==> src/design/rotary_encoder_panel_macros.svh <==
// assertion helpers for the encoder panel, sampled on clk, off during reset
`ifndef ROTARY_ENCODER_PANEL_MACROS_SVH
`define ROTARY_ENCODER_PANEL_MACROS_SVH

// consequent checked in the same cycle as the antecedent
`define REP_ASSERT_SAME(label, ante, cons, msg) \
  label: assert property (@(posedge clk) disable iff (!rst_n) (ante) |-> (cons)) \
    else $error(msg);

// consequent checked in the cycle after the antecedent
`define REP_ASSERT_NEXT(label, ante, cons, msg) \
  label: assert property (@(posedge clk) disable iff (!rst_n) (ante) |=> (cons)) \
    else $error(msg);

`endif

==> src/design/rep_pkg.sv <==
`timescale 1ns / 1ps
`default_nettype none

package rep_pkg;

  // op codes
  localparam logic [1:0] OP_TICK  = 2'd0;
  localparam logic [1:0] OP_SET   = 2'd1;
  localparam logic [1:0] OP_FLAG  = 2'd2;

  // step codes
  localparam logic [1:0] STEP_NONE = 2'd0;
  localparam logic [1:0] STEP_UP   = 2'd1;
  localparam logic [1:0] STEP_DOWN = 2'd2;

  // register indexes
  localparam int unsigned CFG_IDX_W = 2;
  localparam logic [CFG_IDX_W-1:0] CFG_LOCKOUT  = 2'd0;
  localparam logic [CFG_IDX_W-1:0] CFG_DEBOUNCE = 2'd1;
  localparam int unsigned CFG_DATA_W = 10;

  localparam logic [7:0] LOCKOUT_RST  = 8'd2;
  localparam logic [9:0] DEBOUNCE_RST = 10'd50;
  localparam logic [7:0] TICKS_MAX    = 8'hFF;

  typedef struct packed {
    logic [1:0]         op;
    logic               enc_clock;
    logic               enc_data;
    logic               key_level;
    logic signed [31:0] load_value;
  } rep_in_t;

  typedef struct packed {
    logic signed [31:0] position;
    logic [3:0]         display_nibble;
    logic               cw_lamp;
    logic               ccw_lamp;
    logic               flag_lamp;
    logic [1:0]         step_taken;
  } rep_out_t;

  typedef struct packed {
    logic [7:0] lockout_ticks;
    logic [9:0] debounce_ticks;
  } rep_cfg_t;

endpackage

`default_nettype wire

==> src/design/rep_cfg_regs.sv <==
`timescale 1ns / 1ps
`default_nettype none

module rep_cfg_regs
  import rep_pkg::*;
(
  input  wire logic                  clk,
  input  wire logic                  rst_n,
  input  wire logic                  wr_en,
  input  wire logic [CFG_IDX_W-1:0]  wr_index,
  input  wire logic [CFG_DATA_W-1:0] wr_data,
  output rep_cfg_t                   cfg
);

  logic [7:0] lockout_r;
  logic [9:0] debounce_r;

  always_ff @(posedge clk) begin
    if (!rst_n) begin
      lockout_r  <= LOCKOUT_RST;
      debounce_r <= DEBOUNCE_RST;
    end else if (wr_en) begin
      case (wr_index)
        CFG_LOCKOUT:  lockout_r  <= wr_data[7:0];
        CFG_DEBOUNCE: debounce_r <= wr_data[9:0];
        default: ;
      endcase
    end
  end

  assign cfg.lockout_ticks  = lockout_r;
  assign cfg.debounce_ticks = debounce_r;

endmodule

`default_nettype wire

==> src/design/rep_step_unit.sv <==
`timescale 1ns / 1ps
`default_nettype none

module rep_step_unit
  import rep_pkg::*;
(
  input  wire logic     clk,
  input  wire logic     rst_n,
  input  wire logic     fire,
  input  wire rep_in_t  item,
  input  wire rep_cfg_t cfg,
  output rep_out_t      result
);

  logic        prev_clk_r, prev_clk_nxt;
  logic        acc_clk_r, acc_clk_nxt;
  logic [7:0]  tsa_r, tsa_nxt;
  logic [31:0] count_r, count_nxt;
  logic        cw_r, cw_nxt;
  logic        ccw_r, ccw_nxt;
  logic        flag_r, flag_nxt;
  logic        prev_key_r, prev_key_nxt;
  logic        busy_r, busy_nxt;
  logic [9:0]  left_r, left_nxt;

  logic [7:0]  elapsed;
  logic        enc_edge;
  logic [9:0]  left_dec;
  logic        busy_mid;
  logic [1:0]  step;

  assign elapsed  = (tsa_r == TICKS_MAX) ? TICKS_MAX : tsa_r + 8'd1;
  assign enc_edge = item.enc_clock != prev_clk_r;
  assign left_dec = left_r - 10'd1;

  always_comb begin
    prev_clk_nxt = prev_clk_r;
    acc_clk_nxt  = acc_clk_r;
    tsa_nxt      = tsa_r;
    count_nxt    = count_r;
    cw_nxt       = cw_r;
    ccw_nxt      = ccw_r;
    flag_nxt     = flag_r;
    prev_key_nxt = prev_key_r;
    busy_nxt     = busy_r;
    left_nxt     = left_r;
    busy_mid     = busy_r;
    step         = STEP_NONE;
    case (item.op)
      OP_TICK: begin
        prev_clk_nxt = item.enc_clock;
        if (enc_edge && (elapsed > cfg.lockout_ticks)) begin
          // only a falling accepted level change steps the count
          if ((item.enc_clock != acc_clk_r) && !item.enc_clock) begin
            if (item.enc_data) begin
              count_nxt = count_r + 32'd1;
              cw_nxt    = 1'b1;
              ccw_nxt   = 1'b0;
              step      = STEP_UP;
            end else begin
              count_nxt = count_r - 32'd1;
              cw_nxt    = 1'b0;
              ccw_nxt   = 1'b1;
              step      = STEP_DOWN;
            end
          end
          acc_clk_nxt = item.enc_clock;
          tsa_nxt     = 8'd0;
        end else begin
          tsa_nxt = elapsed;
        end
        // key debounce: count down first, then a new press may start a wait
        if (busy_r) begin
          left_nxt = left_dec;
          if (left_dec == 10'd0) begin
            if (!item.key_level) begin
              flag_nxt = ~flag_r;
            end
            busy_mid = 1'b0;
          end
        end
        busy_nxt = busy_mid;
        if (!busy_mid && prev_key_r && !item.key_level) begin
          busy_nxt = 1'b1;
          left_nxt = (cfg.debounce_ticks == 10'd0) ? 10'd1 : cfg.debounce_ticks;
        end
        prev_key_nxt = item.key_level;
      end
      OP_SET:  count_nxt = item.load_value;
      OP_FLAG: flag_nxt  = ~flag_r;
      default: ;
    endcase
  end

  always_ff @(posedge clk) begin
    if (!rst_n) begin
      prev_clk_r <= 1'b1;
      acc_clk_r  <= 1'b1;
      tsa_r      <= TICKS_MAX;
      count_r    <= 32'd0;
      cw_r       <= 1'b0;
      ccw_r      <= 1'b0;
      flag_r     <= 1'b0;
      prev_key_r <= 1'b1;
      busy_r     <= 1'b0;
      left_r     <= 10'd0;
    end else if (fire) begin
      prev_clk_r <= prev_clk_nxt;
      acc_clk_r  <= acc_clk_nxt;
      tsa_r      <= tsa_nxt;
      count_r    <= count_nxt;
      cw_r       <= cw_nxt;
      ccw_r      <= ccw_nxt;
      flag_r     <= flag_nxt;
      prev_key_r <= prev_key_nxt;
      busy_r     <= busy_nxt;
      left_r     <= left_nxt;
    end
  end

  assign result.position       = $signed(count_nxt);
  assign result.display_nibble = count_nxt[3:0];
  assign result.cw_lamp        = cw_nxt;
  assign result.ccw_lamp       = ccw_nxt;
  assign result.flag_lamp      = flag_nxt;
  assign result.step_taken     = step;

endmodule

`default_nettype wire

==> src/design/rotary_encoder_panel.sv <==
// channel | ports                               | direction | word
// --------+-------------------------------------+-----------+------------------------
// input   | in_valid in_ready in_data           | in        | rep_in_t: op, pins, count
// result  | out_valid out_ready out_data        | out       | rep_out_t: count, lamps
// config  | cfg_valid cfg_ready cfg_index/data  | in        | index 0 lockout, 1 debounce
//
// one word per cycle sustained while out_ready is high; a taken word passes through
// the input register, then the single-pass step logic into the result register
// rst_n is synchronous, active low; config ready is always high
// a stalled result lets one more word wait in the input register, then in_ready drops
// config is to be written only while the block is idle; the block does not enforce it
`timescale 1ns / 1ps
`default_nettype none
`include "rotary_encoder_panel_macros.svh"

module rotary_encoder_panel
  import rep_pkg::*;
(
  input  wire logic                  clk,
  input  wire logic                  rst_n,
  // input channel
  input  wire logic                  in_valid,
  output logic                       in_ready,
  input  wire rep_in_t               in_data,
  // result channel
  output logic                       out_valid,
  input  wire logic                  out_ready,
  output rep_out_t                   out_data,
  // configuration write channel
  input  wire logic                  cfg_valid,
  output logic                       cfg_ready,
  input  wire logic [CFG_IDX_W-1:0]  cfg_index,
  input  wire logic [CFG_DATA_W-1:0] cfg_data
);

  // input register: holds one word until the step logic consumes it
  logic     hold_v_r;
  rep_in_t  hold_r;
  // result register
  logic     res_v_r;
  rep_out_t res_r;

  rep_cfg_t cfg;
  rep_out_t step_res;
  logic     adv;

  // the held word moves on whenever the result slot is empty or being drained
  assign adv       = hold_v_r && (!res_v_r || out_ready);
  assign in_ready  = !hold_v_r || adv;
  assign cfg_ready = 1'b1;

  rep_cfg_regs u_cfg (
    .clk      (clk),
    .rst_n    (rst_n),
    .wr_en    (cfg_valid && cfg_ready),
    .wr_index (cfg_index),
    .wr_data  (cfg_data),
    .cfg      (cfg)
  );

  // encoder / debounce state and its next-value logic
  rep_step_unit u_step (
    .clk    (clk),
    .rst_n  (rst_n),
    .fire   (adv),
    .item   (hold_r),
    .cfg    (cfg),
    .result (step_res)
  );

  // input register control
  always_ff @(posedge clk) begin
    if (!rst_n) begin
      hold_v_r <= 1'b0;
    end else if (in_valid && in_ready) begin
      hold_v_r <= 1'b1;
    end else if (adv) begin
      hold_v_r <= 1'b0;
    end
  end

  // payload, no reset needed
  always_ff @(posedge clk) begin
    if (in_valid && in_ready) begin
      hold_r <= in_data;
    end
  end

  // result register control
  always_ff @(posedge clk) begin
    if (!rst_n) begin
      res_v_r <= 1'b0;
    end else if (adv) begin
      res_v_r <= 1'b1;
    end else if (out_ready) begin
      res_v_r <= 1'b0;
    end
  end

  always_ff @(posedge clk) begin
    if (adv) begin
      res_r <= step_res;
    end
  end

  assign out_valid = res_v_r;
  assign out_data  = res_r;

  // checks on the datapath and the two-stage hand-off
  `REP_ASSERT_SAME(a_nibble_low_bits, res_v_r, res_r.display_nibble == res_r.position[3:0], "display nibble does not match position")
  `REP_ASSERT_SAME(a_up_lamps, res_v_r && (res_r.step_taken == STEP_UP), res_r.cw_lamp && !res_r.ccw_lamp, "up step without clockwise lamp")
  `REP_ASSERT_SAME(a_down_lamps, res_v_r && (res_r.step_taken == STEP_DOWN), res_r.ccw_lamp && !res_r.cw_lamp, "down step without counter-clockwise lamp")
  `REP_ASSERT_NEXT(a_adv_fills_result, adv, res_v_r, "consumed word left no result")
  `REP_ASSERT_NEXT(a_accept_fills_hold, in_valid && in_ready, hold_v_r, "accepted word not held")

endmodule

`default_nettype wire

==> config.mk <==
export PLATFORM = sky130hd
export DESIGN_NAME = rotary_encoder_panel
export DESIGN_NICKNAME = d
export VERILOG_FILES = /design/src/design/rep_pkg.sv /design/src/design/rep_cfg_regs.sv /design/src/design/rep_step_unit.sv /design/src/design/rotary_encoder_panel.sv
export VERILOG_INCLUDE_DIRS = /design/src /design/src/design
export SDC_FILE = /design/constraint.sdc
export NUM_CORES = 1
export LEC_CHECK = 0
export ABC_AREA = 0
export ABC_CLOCK_PERIOD_IN_PS = 3500
export BUFFER_PORTS_ARGS = -buffer_cell sky130_fd_sc_hd__buf_2
export CORE_MARGIN = 4
export CORE_UTILIZATION = 53
export CTS_CLUSTER_DIAMETER = 200
export DETAILED_ROUTE_END_ITERATION = 7
export PLACE_DENSITY = 0.76
export SKIP_CTS_REPAIR_TIMING = 1
export SLEW_MARGIN = 20
export SYNTH_ARGS = -nofsm -noshare
export SYNTH_HDL_FRONTEND = slang
export SYNTH_SLANG_ARGS = --single-unit
export TNS_END_PERCENT = 20
==> constraint.sdc <==
create_clock -name clk -period 3.5 [get_ports clk]
set_input_delay 0.35 -clock clk [delete_from_list [all_inputs] [get_ports clk]]
set_output_delay 0.35 -clock clk [all_outputs]
set_load 0.005 [all_outputs]
## Yosys cells after proc, flatten, opt, wreduce, memory -nomap -nowiden

Index checks and enable logic that the tools add are counted.

- Add/subtract/negate cells: 4
- Order comparisons: 1
- Eq/ne operators: 6
- Mux-type cells: 30
- Bitwise operators: 1
- Reduce and logical (&&, ||, !) cells: 26

Operators with widths:

| operator | count |
|---|---|
| $mux W32 | 3 |
| $pmux W32 S2 | 1 |
| $add A32 B1 Y32 const B | 1 |
| $sub A32 B1 Y32 const B | 1 |
| $mux W10 | 3 |
| $logic_not A10 Y1 | 2 |
| $mux W1 | 19 |
| $mux W8 | 2 |
| $sub A10 B1 Y10 const B | 1 |
| $reduce_and A3 Y1 | 3 |
| $add A8 B1 Y8 const B | 1 |
| $eq A8 B8 Y1 const B | 1 |
| $gt A8 B8 Y1 | 1 |
| $logic_and A1 B1 Y1 | 6 |
| $reduce_and A2 Y1 | 3 |
| $reduce_bool A2 Y1 | 3 |
| $logic_not A1 Y1 | 5 |
| $eq A2 B1 Y1 const B | 2 |
| $logic_not A2 Y1 | 2 |
| $eq A2 B2 Y1 const B | 1 |
| $logic_or A1 B1 Y1 | 2 |
| $mux W2 | 1 |
| $ne A1 B1 Y1 | 2 |
| $pmux W1 S2 | 1 |
| $not A1 Y1 | 1 |

- Register bits: 155
- Bits of input ports: 54
- Output and inout port bits: 44

## Logic depth before layout (Yosys ltp)

- Word-level depth: 10
- Depth in mapped cells: 17
- Gate-level depth less buffers: 16

## By module

A second synthesis with hierarchy kept.

- Cells, all modules: 853
- Area, all modules: 8,300.5 um^2

By module, submodules not included:

| module | times used | cells an instance | area an instance (um^2) | sequential area each (um^2) |
|---|---|---|---|---|
| rep_step_unit | 1 | 690 | 5,114.9 | 1,141.1 |
| rotary_encoder_panel | 1 | 89 | 2,457.4 | 2,382.3 |
| rep_cfg_regs | 1 | 74 | 728.2 | 360.3 |

## Worst setup path after synthesis

No wires, ideal clock.

- Kind: register -> register
- Start point: register hold_r[33] (netlist name)
- End point: register res_r, in the netlist out_data[26] (data pin)
- Library setup time: 0.152 ns
- Data arrival time: 3.233 ns
- Required time: 3.348 ns
- Setup slack: 0.114 ns
- Stages on the path, launching flop included: 12
- Buffers on the path: 0
- Clock period less this slack: 3.386 ns
- Cell sequence: edfxtp_1 inv_1 ha_1 a21o_1 a21oi_2 a21oi_2 o41ai_4 a21oi_1 o21a_1 o21ai_0 mux2_2 o21ai_0

RTL lines:

| item | RTL line | RTL |
|---|---|---|
| from (decl) | rotary_encoder_panel.sv:38 | `rep_in_t hold_r;` |
| from (signal assigned) | rotary_encoder_panel.sv:85 | `hold_r <= in_data;` |
| to (signal assigned) | rotary_encoder_panel.sv:102 | `res_r <= step_res;` |
| to (decl) | rotary_encoder_panel.sv:41 | `rep_out_t res_r;` |

==> impl_results.md <==
- Critical Path Sink Type: flop
- TritonCTS clock tree: yes
- Residual DRC: 0
- F_max: 0.297 GHz
- Family with the most delay on the worst path: compound AO/OA/AOI/OAI gates
- # diodes: 0
- Die Area: ~0.018 sq mm
- Slowest-stage cell, CP: edfxtp_1
- Hold/Removal Path Class: primary input to flop
- Reg area: roughly 0.0038 sq mm
- Final Cycle Share: 0.962
- Die width: 133 microns
- Via count: a little over 7000
- Core area: around 0.015 sq mm
- Worst EP arrival: 3.64 ns
- Routed WL: 21.2 mm
- Beginning of the critical path: hold_r[33]
- Final core utilization: 0.651
- WP depth: 13
- Maximum vdd drop: 0.408 mV
- Largest cells by area after synthesis: edfxtp_1 (27%), dfxtp_1 (19%), ha_1 (6.2%)
- Fin cells: 1234
- Seq/Total Area, Yosys: 0.454
- Hold_sp: in_data[20]
- IO Port Bufs: 96
- Fin. Hold Viols: 0
- Async SR Flop Fraction: 0
- ANT nets after route: 0
- Max-slew violation count: 0
- Crit Path Max Fanout: 33
- Detailed placer's ending HPWL: 14.5 mm
- Placed cells: 1198
- Drt pass-1 iters: 6
- Initial DRC count: 677
- # clock sinks: 151
- Final min period: 3.37 ns
- First-pass GRT wire length: 33.8 mm
- # H-tree levels: 4
- Gpl congestion: between 0.9 and 1
- PnR worst setup slack: 0.134 ns
- Total CTS buffers: 17
- Relative slew slack: 0.332
- Placement Setup Slack: -0.261 ns
- DR vias/cell: 5.83
- Die height: 133 microns
- Outcome: finished, final reports clean
- Data required, critical path: 3.77 ns
- Pwr/cell area: roughly 470 mW/mm^2
- Worst R2R Start: hold_r[33]
- Layout cell share with drive strength beyond 1: 0.218
- CTS root buffer: clkbuf_16
- CTS max path bufs: 2
- Synthesis-to-layout area growth: 20.0%
- Number of nets in the layout: between 1000 and 1500
- RSZ-0062 raised after global routing: yes
- Largest net degree at the start of global routing: 70
- Flops & latches, synth: 151
- Hold depth: 1
- Yosys top cell by area: edfxtp_1
- Multi-input gate area: 0.00430 sq mm
- Worst Setup Path Type: flop to flop
- Critical Path Start Type: flop
- Area share of the largest cell type after synthesis: 0.268
- Clk slew on worst S/H paths: 0.07 ns
- Worst Reg-to-Reg Cells: 13
- Buf/Inv on CP: 3
- Mapped cell area: 0.00828 sq mm
- Net count after synthesis: 981
- Setup Viol. Count Final: 0
- Most frequent cells in the layout: nand2_1 (116), buf_2 (96), dfxtp_1 (77), edfxtp_1 (74), a21oi_1 (60)
- Grt total ovfl: 0
- Worst-Skew Late Latency: 0.43 ns
- Final hold slack: 0.0889 ns
- Maxcap violations: 0
- Most common cell after layout, fill and taps aside: nand2_1
- Synth Flop Type: dfxtp_1
- Vias in the first global route: 6646
- Initial antenna violation count: 0
- Cell count after synthesis: 885
- Synth warn: 0
- Syn Area/Cell: around 9.4 sq um
- Per-cell routed wire length: 17.1 microns
- Layout filler cell count: 1282
- EDFF count, synth: 74
- Post-synthesis cell type count: between 70 and 80
- CP Cell Sequence: inv_1 -> buf_12 -> ha_1 -> a21o_1 -> a21oi_2 -> a21oi_2 -> o41ai_4 -> buf_4 -> a21oi_1 -> o21a_1 -> o21ai_0 -> mux2_2 -> o21ai_0
- Initial Util: 0.543
- Crit path largest cell delay: ~0.4 ns
- Slew @ Worst Pin: 1.00 ns
- LEAKAGE: 4.28 nW
- # rows: 45
- Total global-route track usage: 0.238
- Setup Skew: 0.0101 ns
- I/O pin total: 98
- Total Neg Setup Slack: 0 ns
-- area by class of cell --
| cell class | count | area share |
|---|---|---|
| multi-input combinational | 660 | 0.432 |
| inverter | 31 | 0.0117 |
| sequential | 151 | 0.379 |
| clock buffer | 20 | 0.0503 |
| clock inverter | 12 | 0.00969 |
| timing repair buffer | 149 | 0.0907 |
| tap | 211 | 0.0266 |
-- power breakdown --
part	total, mW	switching [mW]	internal [mW]
Combinational	0.835	0.477	0.357
Clock	1.84	0.785	1.05
Sequential	2.02	0.0575	1.96
-- sequential cells by signal, summed over array words and instances (netlist names), 8 cells and up --
signal / cells
u_cfg.lockout_r: 8
u_step.left_r: 10
u_step.count_r: 32
hold_r: 37
u_cfg.debounce_r: 10
u_step.tsa_r: 8
out_data: 37
-- cell families after synthesis --
family | Yosys count | synth area share
mux | 8 | 0.00997
buf+inv | 74 | 0.0382
flops | 151 | 0.454
fa+ha+maj | 42 | 0.0644
xor+xnor | 31 | 0.0328
compound gates | 274 | 0.226
other cells | 1 | 0.000453
simple gates | 304 | 0.174
-- synthesized netlist by cell type (12+ instances only) --
library cell / n
dfxtp_1: 77
xor2_1: 13
a21boi_0: 14
o21ai_0: 56
nand2_1: 118
inv_1: 29
a21o_1: 18
nor3_1: 19
a21oi_1: 62
nor2_1: 61
clkbuf_1: 32
ha_1: 41
nand3_1: 28
xnor2_1: 18
edfxtp_1: 74
nand2b_1: 12
-- routing by layer --
layer | routed length, microns | track usage | share of wire | vias up
met4 | 444 | 0.0797 | 0.021 | 0
met2 | 9820 | 0.368 | 0.46 | 289
li1 | - | - | - | 3511
met3 | 1480 | 0.0502 | 0.070 | 35
met5 | 0 | 0 | 0 | -
met1 | 9410 | 0.333 | 0.44 | 3361
-- path summary, 6_finish.rpt --
path / slack, ns / to
worst max-delay path: 0.13 / out_data[26]
worst min-delay path: 0.09 / hold_r[20]
worst min register to register: 0.47 / u_cfg.debounce_r[0]
worst max register to register: 0.13 / out_data[26]
-- through the flow --
step | power, mW | cell area [sq um]
global route | 4.90 | 9940
CTS | 4.68 | 9800
floorplan | 2.57 | 8280
finish | 4.69 | 9940
detailed placement | 2.84 | 9210
global placement | 2.83 | 9210
Power figures use the tool's default switching activity.
